--- src/rtl/core/mms_pkg.sv ---
// types and constants for the motor maneuver sequencer
package mms_pkg;

  localparam int MODE_W  = 3;
  localparam int EVENT_W = 3;
  localparam int LEVEL_W = 7;
  localparam int TICK_W  = 8;
  localparam int SUM_W   = 9;
  localparam int CFG_IDX_W  = 3;
  localparam int CFG_DATA_W = 8;
  localparam int NUM_CH  = 4;

  localparam logic [MODE_W-1:0] MODE_STOP       = 3'd0;
  localparam logic [MODE_W-1:0] MODE_ACCEL      = 3'd1;
  localparam logic [MODE_W-1:0] MODE_FORWARD    = 3'd2;
  localparam logic [MODE_W-1:0] MODE_OBST_LEFT  = 3'd3;
  localparam logic [MODE_W-1:0] MODE_OBST_RIGHT = 3'd4;
  localparam logic [MODE_W-1:0] MODE_MINE       = 3'd5;

  localparam logic [EVENT_W-1:0] EV_START      = 3'd1;
  localparam logic [EVENT_W-1:0] EV_STOP       = 3'd2;
  localparam logic [EVENT_W-1:0] EV_OBST_LEFT  = 3'd3;
  localparam logic [EVENT_W-1:0] EV_OBST_RIGHT = 3'd4;
  localparam logic [EVENT_W-1:0] EV_MINE       = 3'd5;

  localparam logic OP_TICK = 1'b0;
  localparam logic OP_STEP = 1'b1;

  localparam logic [CFG_IDX_W-1:0] CFG_QUEUE_ENABLE = 3'd0;
  localparam logic [CFG_IDX_W-1:0] CFG_BASE_SPEED   = 3'd1;
  localparam logic [CFG_IDX_W-1:0] CFG_ACCEL_TICKS  = 3'd2;
  localparam logic [CFG_IDX_W-1:0] CFG_REVERSE      = 3'd3;
  localparam logic [CFG_IDX_W-1:0] CFG_PAUSE_END    = 3'd4;
  localparam logic [CFG_IDX_W-1:0] CFG_TURN_END     = 3'd5;

  localparam logic [LEVEL_W-1:0] LEVEL_FULL = 7'd100;
  localparam logic signed [SUM_W-1:0] LEVEL_FULL_S = 9'sd100;

  localparam logic signed [SUM_W-1:0] OFS_ACCEL_B   = 9'sd20;
  localparam logic signed [SUM_W-1:0] OFS_ACCEL_D   = 9'sd25;
  localparam logic signed [SUM_W-1:0] OFS_FORWARD_B = 9'sd14;
  localparam logic signed [SUM_W-1:0] OFS_REVERSE_A = 9'sd6;
  localparam logic signed [SUM_W-1:0] OFS_REVERSE_C = 9'sd1;

  localparam logic [LEVEL_W-1:0] RST_BASE_SPEED = 7'd49;
  localparam logic [TICK_W-1:0]  RST_ACCEL      = 8'd2;
  localparam logic [TICK_W-1:0]  RST_REVERSE    = 8'd30;
  localparam logic [TICK_W-1:0]  RST_PAUSE_END  = 8'd50;
  localparam logic [TICK_W-1:0]  RST_TURN_END   = 8'd65;

  typedef struct packed {
    logic               queue_enable;
    logic [LEVEL_W-1:0] base_speed;
    logic [TICK_W-1:0]  accel_ticks;
    logic [TICK_W-1:0]  reverse_ticks;
    logic [TICK_W-1:0]  pause_end_ticks;
    logic [TICK_W-1:0]  turn_end_ticks;
  } mms_cfg_t;

  typedef struct packed {
    logic [MODE_W-1:0]              mode;
    logic                           running;
    logic                           turn_right;
    logic [NUM_CH-1:0][LEVEL_W-1:0] level;
  } mms_ctl_t;

  typedef struct packed {
    logic rearm;
    logic cleared;
  } mms_pulse_t;

  function automatic logic [LEVEL_W-1:0] clamp_level(input logic signed [SUM_W-1:0] v);
    logic [LEVEL_W-1:0] res;
    if (v < 0) begin
      res = '0;
    end else if (v > LEVEL_FULL_S) begin
      res = LEVEL_FULL;
    end else begin
      res = v[LEVEL_W-1:0];
    end
    return res;
  endfunction

endpackage

--- src/rtl/core/mms_if.sv ---
// valid/ready channel interfaces for input and result transactions
interface mms_in_if;
  logic                        valid;
  logic                        ready;
  logic                        opcode;
  logic [mms_pkg::EVENT_W-1:0] event_code;

  modport source (output valid, output opcode, output event_code, input ready);
  modport sink   (input valid, input opcode, input event_code, output ready);
endinterface

interface mms_out_if;
  logic                        valid;
  logic                        ready;
  logic [mms_pkg::MODE_W-1:0]  mode_now;
  logic                        motors_running;
  logic [mms_pkg::LEVEL_W-1:0] compare_one;
  logic [mms_pkg::LEVEL_W-1:0] compare_two;
  logic [mms_pkg::LEVEL_W-1:0] compare_three;
  logic [mms_pkg::LEVEL_W-1:0] compare_four;
  logic                        sensors_rearm;
  logic                        mine_cleared;

  modport source (output valid, output mode_now, output motors_running,
                  output compare_one, output compare_two, output compare_three,
                  output compare_four, output sensors_rearm, output mine_cleared,
                  input ready);
  modport sink   (input valid, input mode_now, input motors_running,
                  input compare_one, input compare_two, input compare_three,
                  input compare_four, input sensors_rearm, input mine_cleared,
                  output ready);
endinterface

--- src/rtl/core/mms_step.sv ---
// next-state logic for one tick or sequencer step
module mms_step #(
  parameter int DELAY_BITS = 8
) (
  input  logic                          opcode,
  input  logic [mms_pkg::EVENT_W-1:0]   event_code,
  input  mms_pkg::mms_cfg_t             cfg,
  input  mms_pkg::mms_ctl_t             ctl,
  input  logic [DELAY_BITS-1:0]         delay,
  output mms_pkg::mms_ctl_t             ctl_nxt,
  output logic [DELAY_BITS-1:0]         delay_nxt,
  output mms_pkg::mms_pulse_t           pulse
);

  localparam int CW = (DELAY_BITS > mms_pkg::TICK_W) ? DELAY_BITS : mms_pkg::TICK_W;

  logic signed [mms_pkg::SUM_W-1:0] bs;
  logic [CW-1:0] d_ext;
  logic [CW-1:0] accel_ext;
  logic [CW-1:0] reverse_ext;
  logic [CW-1:0] pause_ext;
  logic [CW-1:0] turn_ext;
  logic [mms_pkg::MODE_W-1:0] mode_ev;
  logic [DELAY_BITS-1:0] delay_ev;

  assign bs          = $signed({2'b00, cfg.base_speed});
  assign accel_ext   = CW'(cfg.accel_ticks);
  assign reverse_ext = CW'(cfg.reverse_ticks);
  assign pause_ext   = CW'(cfg.pause_end_ticks);
  assign turn_ext    = CW'(cfg.turn_end_ticks);

  // event intake ahead of the mode action
  always_comb begin
    mode_ev  = ctl.mode;
    delay_ev = delay;
    if (cfg.queue_enable) begin
      case (event_code)
        mms_pkg::EV_START: begin
          mode_ev  = mms_pkg::MODE_ACCEL;
          delay_ev = '0;
        end
        mms_pkg::EV_STOP: begin
          mode_ev = mms_pkg::MODE_STOP;
        end
        mms_pkg::EV_OBST_LEFT: begin
          mode_ev  = mms_pkg::MODE_OBST_LEFT;
          delay_ev = '0;
        end
        mms_pkg::EV_OBST_RIGHT: begin
          mode_ev  = mms_pkg::MODE_OBST_RIGHT;
          delay_ev = '0;
        end
        mms_pkg::EV_MINE: begin
          mode_ev  = mms_pkg::MODE_MINE;
          delay_ev = '0;
        end
        default: begin
        end
      endcase
    end
  end

  assign d_ext = CW'(delay_ev);

  always_comb begin
    ctl_nxt   = ctl;
    delay_nxt = delay;
    pulse     = '0;
    if (opcode == mms_pkg::OP_TICK) begin
      if (delay != {DELAY_BITS{1'b1}}) begin
        delay_nxt = delay + 1'b1;
      end
    end else begin
      ctl_nxt.mode = mode_ev;
      delay_nxt    = delay_ev;
      case (mode_ev)
        mms_pkg::MODE_STOP: begin
          ctl_nxt.running = 1'b0;
        end
        mms_pkg::MODE_ACCEL: begin
          if (d_ext <= accel_ext) begin
            ctl_nxt.level[0] = mms_pkg::LEVEL_FULL;
            ctl_nxt.level[1] = mms_pkg::clamp_level(bs - mms_pkg::OFS_ACCEL_B);
            ctl_nxt.level[2] = mms_pkg::LEVEL_FULL;
            ctl_nxt.level[3] = mms_pkg::clamp_level(bs - mms_pkg::OFS_ACCEL_D);
            ctl_nxt.running  = 1'b1;
          end else begin
            ctl_nxt.mode = mms_pkg::MODE_FORWARD;
          end
        end
        mms_pkg::MODE_FORWARD: begin
          ctl_nxt.level[0] = mms_pkg::LEVEL_FULL;
          ctl_nxt.level[1] = mms_pkg::clamp_level(bs + mms_pkg::OFS_FORWARD_B);
          ctl_nxt.level[2] = mms_pkg::LEVEL_FULL;
          ctl_nxt.level[3] = mms_pkg::clamp_level(bs);
          ctl_nxt.running  = 1'b1;
        end
        mms_pkg::MODE_OBST_LEFT, mms_pkg::MODE_OBST_RIGHT: begin
          if (d_ext < reverse_ext) begin
            ctl_nxt.level[0] = mms_pkg::clamp_level(bs + mms_pkg::OFS_REVERSE_A);
            ctl_nxt.level[1] = mms_pkg::LEVEL_FULL;
            ctl_nxt.level[2] = mms_pkg::clamp_level(bs - mms_pkg::OFS_REVERSE_C);
            ctl_nxt.level[3] = mms_pkg::LEVEL_FULL;
            ctl_nxt.running  = 1'b1;
          end else if (d_ext <= pause_ext) begin
            ctl_nxt.running = 1'b0;
            if (mode_ev == mms_pkg::MODE_OBST_RIGHT) begin
              ctl_nxt.level[0] = mms_pkg::LEVEL_FULL;
              ctl_nxt.level[1] = mms_pkg::clamp_level(bs);
              ctl_nxt.level[2] = mms_pkg::clamp_level(bs);
              ctl_nxt.level[3] = mms_pkg::LEVEL_FULL;
            end else begin
              ctl_nxt.level[0] = mms_pkg::clamp_level(bs);
              ctl_nxt.level[1] = mms_pkg::LEVEL_FULL;
              ctl_nxt.level[2] = mms_pkg::LEVEL_FULL;
              ctl_nxt.level[3] = mms_pkg::clamp_level(bs);
            end
          end else if (d_ext >= turn_ext) begin
            ctl_nxt.running = 1'b0;
            ctl_nxt.mode    = mms_pkg::MODE_ACCEL;
            delay_nxt       = '0;
            pulse.rearm     = 1'b1;
          end else begin
            ctl_nxt.running = 1'b1;
          end
        end
        mms_pkg::MODE_MINE: begin
          ctl_nxt.running = 1'b0;
          if (d_ext >= pause_ext) begin
            ctl_nxt.turn_right = ~ctl.turn_right;
            ctl_nxt.mode       = ctl.turn_right ? mms_pkg::MODE_OBST_LEFT
                                                : mms_pkg::MODE_OBST_RIGHT;
            delay_nxt          = '0;
            pulse.cleared      = 1'b1;
          end
        end
        default: begin
          ctl_nxt.mode    = mms_pkg::MODE_STOP;
          ctl_nxt.running = 1'b0;
        end
      endcase
    end
  end

endmodule

--- src/rtl/core/motor_maneuver_sequencer_core.sv ---
// motor maneuver sequencer top level
// a result is registered in the cycle after its input transaction is accepted
// one transaction per cycle unless stalled; state and result registers update together
// input ready stays high while the result register is empty or being drained
// reset: synchronous active-low rst_n clears mode, delay count, levels and run flag,
// sets the turn direction and loads the configuration defaults
module motor_maneuver_sequencer_core #(
  parameter int DELAY_BITS = 8
) (
  input  logic                             clk,
  input  logic                             rst_n,
  mms_in_if.sink                           in_chan,
  mms_out_if.source                        out_chan,
  input  logic                             cfg_we,
  input  logic [mms_pkg::CFG_IDX_W-1:0]    cfg_index,
  input  logic [mms_pkg::CFG_DATA_W-1:0]   cfg_wdata
);

  mms_pkg::mms_cfg_t   cfg_r;
  mms_pkg::mms_ctl_t   ctl_r;
  mms_pkg::mms_ctl_t   ctl_nxt;
  mms_pkg::mms_pulse_t pulse_r;
  mms_pkg::mms_pulse_t pulse_nxt;
  logic [DELAY_BITS-1:0] delay_r;
  logic [DELAY_BITS-1:0] delay_nxt;
  logic out_valid_r;
  logic in_accept;

  assign in_chan.ready = ~out_valid_r | out_chan.ready;
  assign in_accept     = in_chan.valid & in_chan.ready;

  mms_step #(
    .DELAY_BITS(DELAY_BITS)
  ) u_step (
    .opcode     (in_chan.opcode),
    .event_code (in_chan.event_code),
    .cfg        (cfg_r),
    .ctl        (ctl_r),
    .delay      (delay_r),
    .ctl_nxt    (ctl_nxt),
    .delay_nxt  (delay_nxt),
    .pulse      (pulse_nxt)
  );

  // configuration writes
  always_ff @(posedge clk) begin
    if (!rst_n) begin
      cfg_r.queue_enable    <= 1'b0;
      cfg_r.base_speed      <= mms_pkg::RST_BASE_SPEED;
      cfg_r.accel_ticks     <= mms_pkg::RST_ACCEL;
      cfg_r.reverse_ticks   <= mms_pkg::RST_REVERSE;
      cfg_r.pause_end_ticks <= mms_pkg::RST_PAUSE_END;
      cfg_r.turn_end_ticks  <= mms_pkg::RST_TURN_END;
    end else if (cfg_we) begin
      case (cfg_index)
        mms_pkg::CFG_QUEUE_ENABLE: cfg_r.queue_enable    <= cfg_wdata[0];
        mms_pkg::CFG_BASE_SPEED:   cfg_r.base_speed      <= cfg_wdata[mms_pkg::LEVEL_W-1:0];
        mms_pkg::CFG_ACCEL_TICKS:  cfg_r.accel_ticks     <= cfg_wdata;
        mms_pkg::CFG_REVERSE:      cfg_r.reverse_ticks   <= cfg_wdata;
        mms_pkg::CFG_PAUSE_END:    cfg_r.pause_end_ticks <= cfg_wdata;
        mms_pkg::CFG_TURN_END:     cfg_r.turn_end_ticks  <= cfg_wdata;
        default: begin
        end
      endcase
    end
  end

  // sequencer state doubles as the result register
  always_ff @(posedge clk) begin
    if (!rst_n) begin
      ctl_r.mode       <= mms_pkg::MODE_STOP;
      ctl_r.running    <= 1'b0;
      ctl_r.turn_right <= 1'b1;
      ctl_r.level      <= '0;
      delay_r          <= '0;
      pulse_r          <= '0;
      out_valid_r      <= 1'b0;
    end else begin
      if (in_accept) begin
        ctl_r       <= ctl_nxt;
        delay_r     <= delay_nxt;
        pulse_r     <= pulse_nxt;
        out_valid_r <= 1'b1;
      end else if (out_chan.ready) begin
        out_valid_r <= 1'b0;
      end
    end
  end

  assign out_chan.valid          = out_valid_r;
  assign out_chan.mode_now       = ctl_r.mode;
  assign out_chan.motors_running = ctl_r.running;
  assign out_chan.compare_one    = ctl_r.level[0];
  assign out_chan.compare_two    = ctl_r.level[1];
  assign out_chan.compare_three  = ctl_r.level[2];
  assign out_chan.compare_four   = ctl_r.level[3];
  assign out_chan.sensors_rearm  = pulse_r.rearm;
  assign out_chan.mine_cleared   = pulse_r.cleared;

endmodule

--- src/flat_wrapper.sv ---
// flat-port wrapper written by rule: the top's interface ports become plain ports
module motor_maneuver_sequencer_core_flat 
#(
  parameter int DELAY_BITS = 8
)
  (clk, rst_n, cfg_we, cfg_index, cfg_wdata, in_chan_valid, in_chan_opcode, in_chan_event_code, in_chan_ready, out_chan_valid, out_chan_mode_now, out_chan_motors_running, out_chan_compare_one, out_chan_compare_two, out_chan_compare_three, out_chan_compare_four, out_chan_sensors_rearm, out_chan_mine_cleared, out_chan_ready);
  mms_in_if in_chan_i ();
  mms_out_if out_chan_i ();
  input  logic clk;
  input  logic rst_n;
  input  logic cfg_we;
  input  logic [mms_pkg::CFG_IDX_W-1:0] cfg_index;
  input  logic [mms_pkg::CFG_DATA_W-1:0] cfg_wdata;
  input wire logic [$bits(in_chan_i.valid)-1:0] in_chan_valid;
  input wire logic [$bits(in_chan_i.opcode)-1:0] in_chan_opcode;
  input wire logic [$bits(in_chan_i.event_code)-1:0] in_chan_event_code;
  output wire logic [$bits(in_chan_i.ready)-1:0] in_chan_ready;
  output wire logic [$bits(out_chan_i.valid)-1:0] out_chan_valid;
  output wire logic [$bits(out_chan_i.mode_now)-1:0] out_chan_mode_now;
  output wire logic [$bits(out_chan_i.motors_running)-1:0] out_chan_motors_running;
  output wire logic [$bits(out_chan_i.compare_one)-1:0] out_chan_compare_one;
  output wire logic [$bits(out_chan_i.compare_two)-1:0] out_chan_compare_two;
  output wire logic [$bits(out_chan_i.compare_three)-1:0] out_chan_compare_three;
  output wire logic [$bits(out_chan_i.compare_four)-1:0] out_chan_compare_four;
  output wire logic [$bits(out_chan_i.sensors_rearm)-1:0] out_chan_sensors_rearm;
  output wire logic [$bits(out_chan_i.mine_cleared)-1:0] out_chan_mine_cleared;
  input wire logic [$bits(out_chan_i.ready)-1:0] out_chan_ready;
  assign in_chan_i.valid = in_chan_valid;
  assign in_chan_i.opcode = in_chan_opcode;
  assign in_chan_i.event_code = in_chan_event_code;
  assign in_chan_ready = in_chan_i.ready;
  assign out_chan_valid = out_chan_i.valid;
  assign out_chan_mode_now = out_chan_i.mode_now;
  assign out_chan_motors_running = out_chan_i.motors_running;
  assign out_chan_compare_one = out_chan_i.compare_one;
  assign out_chan_compare_two = out_chan_i.compare_two;
  assign out_chan_compare_three = out_chan_i.compare_three;
  assign out_chan_compare_four = out_chan_i.compare_four;
  assign out_chan_sensors_rearm = out_chan_i.sensors_rearm;
  assign out_chan_mine_cleared = out_chan_i.mine_cleared;
  assign out_chan_i.ready = out_chan_ready;
  motor_maneuver_sequencer_core #(.DELAY_BITS(DELAY_BITS)) u_core (.clk(clk), .rst_n(rst_n), .in_chan(in_chan_i), .out_chan(out_chan_i), .cfg_we(cfg_we), .cfg_index(cfg_index), .cfg_wdata(cfg_wdata));
endmodule
--- config.mk ---
export PLATFORM = sky130hd
export DESIGN_NAME = motor_maneuver_sequencer_core_flat
export DESIGN_NICKNAME = d
export VERILOG_FILES = /design/src/rtl/core/mms_pkg.sv /design/src/rtl/core/mms_if.sv /design/src/rtl/core/mms_step.sv /design/src/rtl/core/motor_maneuver_sequencer_core.sv /design/src/flat_wrapper.sv
export SDC_FILE = /design/constraint.sdc
export NUM_CORES = 1
export LEC_CHECK = 0
export ABC_AREA = 1
export BUFFER_PORTS_ARGS = -buffer_cell sky130_fd_sc_hd__buf_2
export CAP_MARGIN = 20
export CORE_ASPECT_RATIO = 1.1
export CORE_UTILIZATION = 60
export CTS_CLUSTER_SIZE = 16
export DETAILED_ROUTE_END_ITERATION = 6
export GPL_ROUTABILITY_DRIVEN = 0
export PLACE_DENSITY = 0.8
export SLEW_MARGIN = 30
export SYNTH_ARGS = -nofsm -noshare
export SYNTH_HDL_FRONTEND = slang
export SYNTH_HIERARCHICAL = 1
export SYNTH_SLANG_ARGS = --single-unit
--- constraint.sdc ---
create_clock -name clk -period 6.5 [get_ports clk]
set_input_delay 0.325 -clock clk [delete_from_list [all_inputs] [get_ports clk]]
set_output_delay 0.325 -clock clk [all_outputs]
set_load 0.05 [all_outputs]
==> qor.yml <==
clock_network:
  cts_buffer_depth: 2
  post_cts_buffers: 0
  h-tree-depth: 3
  cts_buffers: 9
  cts.repair.resized: 0
  cts.clk_slew.worst_paths_ps: 60
  cts-root-buf: "clkbuf_16"
  cts_tree: "done"
  clock_latency_ps: 350
  hold_buffers: 0
  clock-sinks: 84
power:
  ir_drop_uv: 129
  p_per_area_nw_per_um2: 213
  power.leakage_nw: 3.92
die:
  core_region_area_sq_um: 11600
  ios: 56
  dieArea_sq_um: 12600
  initial_utilization_pct: 62.6
  dieWidth_microns: 107
  fp-row-count: 41
  die_y_microns: 118
logic_synthesis:
  ys_ff_latch: 84
  yosysMostFrequentCell: "nand2_1"
  syn_avg_cell_area_sq_um: 6.08
  synth_largest_area_cell: "dfxtp_1"
  synth_top_area_share_pct: 23.1
  synth_edf_count: 0
  async_reset_ff_share_pct: 0
  ys_types: 45
  yosysWarnings: 6
  synthTopCellsByArea: "dfxtp_1, nand2_1, nor2_1"
  synth_area_sq_um: 7290
  ys_seq_area_share_pct: 23.1
  synth_common_cells: "nand2_1, nor2_1, nand3_1, inv_1, dfxtp_1"
  syn-num-nets: 1259
  synth_flop_cell: "dfxtp_1"
  synthCells: 1198
cells_and_area:
  fin_area_sq_um: 7550
  nets: 1251
  regArea_sq_um: 1680
  syn2layout_area_growth_pct: 3.52
  multi_input_area_sq_um: 4610
  stdcell_count: 1345
  drive_gt1_share_pct: 11.1
  fillCellCount: 1123
  num_antenna_cells: 0
critical_path:
  regToRegStartpoint: "u_core/cfg_r[39]"
  crit_path_end_kind: "flip-flop"
  cp-startpoint: "u_core/cfg_r[39]"
  cp.buffers_inverters: 2
  arrival_ps: 3640
  cp.required_ps: 6790
  slowest_delay_ps: 470
  slowest_stage: "dfxtp_1"
  worstSetupPathType: "reg -> reg"
  path_max_fanout: 25
  crit_chain: "nand2_2, inv_1, nor2_1, ha_1, nand2_1, inv_1, nand3_1, nor2_1, nand4_2, nand2_4, nand3_2, nand2_1, nand3_1, nand3_1, nand3b_1, nand2_1, nor2_1"
  path_delay_family: "simple AND/OR/NAND/NOR gates"
  critPathLaunchType: "flip-flop"
grt:
  grt_pass1_vias: 6795
  antenna_found_initial: 0
  overflow: 0
  grtUsageTotal_pct: 32.7
  grt_pass1_wl_microns: 32500
  grt_max_degree: 85
drt:
  vias_per_cell: 5.59
  drc: 0
  dr.pass1.iters: 6
  routed_wl_microns: 20000
  ant_nets: 0
  drt-initial-drc-count: 696
  wire_per_inst_microns: 14.9
  num_vias: 7518
sta:
  fin_crit_sh_pct: 51.6
  hold_viol_final: 0
  fin_setup_tns_ps: 0
  min_period_ps: 3350
  setup_viol_count_final: 0
  relSlewSlack_pct: 41.1
  grt_setup_unrepaired: "no"
  fmax_mhz: 298
  slew_viol_final: 0
  clock_skew_ps: 7.15
  worstMarginPinSlew_ps: 883
placement:
  place_hpwl_microns: 14200
  placed_cells: 1329
  port_buffers: 55
  postPlaceCellArea_sq_um: 7250
job:
  drv_cap: 0
hold_path:
  hold_class: "in -> reg"
  hp-start: "cfg_wdata[2]"
run_status:
  outcome: "completed"
[per-layer routing]
metal  part of all wire, %  global-route usage (%)  wire length [microns]
met1                    39                    38.8                   7830
met2                    47                    53.7                   9420
met3                   8.0                    5.32                   1590
met4                   5.8                    21.7                   1170
met5                     0                       0                      0
[cell usage in the layout (no fill, tap or decap), drive strengths merged, types with 27 or more instances in the layout]
master / synthesis / final
ha: 41 / 41
nand3: 120 / 120
inv: 124 / 124
o21ai: 56 / 56
nor2: 207 / 207
nand2: 367 / 367
a21oi: 27 / 27
nand3b: 44 / 44
buf: 68 / 57
dfxtp: 84 / 84
[where the power goes]
part,switching (W),internal [W],total [W]
registers,0.0000336,0.000546,0.000580
clock network,0.000219,0.000290,0.000509
logic,0.000359,0.000155,0.000515
total,0.000612,0.000992,0.00160
[logic make-up after synthesis]
logic type | share of synthesized area [%]
compound gates | 7.54
xor+xnor | 1.56
buf+inv | 13.7
flops | 23.1
simple gates | 47.1
fa+ha+maj | 7.04
[path summary, 6_finish.rpt]
path              slack [ps]  cells past startpoint                               to
setup / recovery        3150                     17  u_core/out_chan.compare_four[3]
hold / removal           200                      3                 u_core/cfg_r[18]
setup reg to reg        3150                     17  u_core/out_chan.compare_four[3]
hold reg to reg          460                      2                  u_core/cfg_r[0]
[area by class of cell]
| type | count | share of cell area (%) |
|---|---|---|
| Sequential cell | 84 | 22.3 |
| Tap cell | 150 | 2.49 |
| Multi-Input combinational cell | 913 | 61.2 |
| Inverter | 125 | 6.38 |
| Clock buffer | 13 | 3.58 |
| Clock inverter | 3 | 0.265 |
| Timing Repair Buffer | 57 | 3.85 |
[state kept, by name, indices dropped and copies added, names as in the netlist]
name                            count
u_core/out_chan.mine_cleared        1
u_core/out_chan.compare_three       7
u_core/out_chan.sensors_rearm       1
u_core/delay_r                      8
u_core/cfg_r                       40
u_core/out_chan.compare_four        7
u_core/out_chan.compare_one         7
u_core/ctl_r                        1
u_core/out_chan.valid               1
u_core/out_chan.compare_two         7
u_core/out_chan.mode_now            3
u_core/out_chan.motors_running      1
[per-stage QoR]
step	power [W]	hold slack [ps]	util, %	worst slack [ps]
2_1_floorplan	0.00101	429	-	3690
5_1_grt	0.00169	200	64.8	2810
3_5_place_dp	0.00109	444	62.2	3100
6_report	0.00160	200	64.8	3150
4_1_cts	0.00160	189	64.7	3210
3_3_place_gp	0.00109	439	62.2	3120
[worst register-to-register path, cell delays in order (launching register included)]
cell,delay [ps]
dfxtp_1,470
nand2_2,120
inv_1,280
nor2_1,180
ha_1,330
nand2_1,50
inv_1,50
nand3_1,80
nor2_1,180
nand4_2,240
nand2_4,330
nand3_2,320
nand2_1,170
nand3_1,90
nand3_1,120
nand3b_1,110
nand2_1,70
nor2_1,100
(Power assumes the default switching activity.)
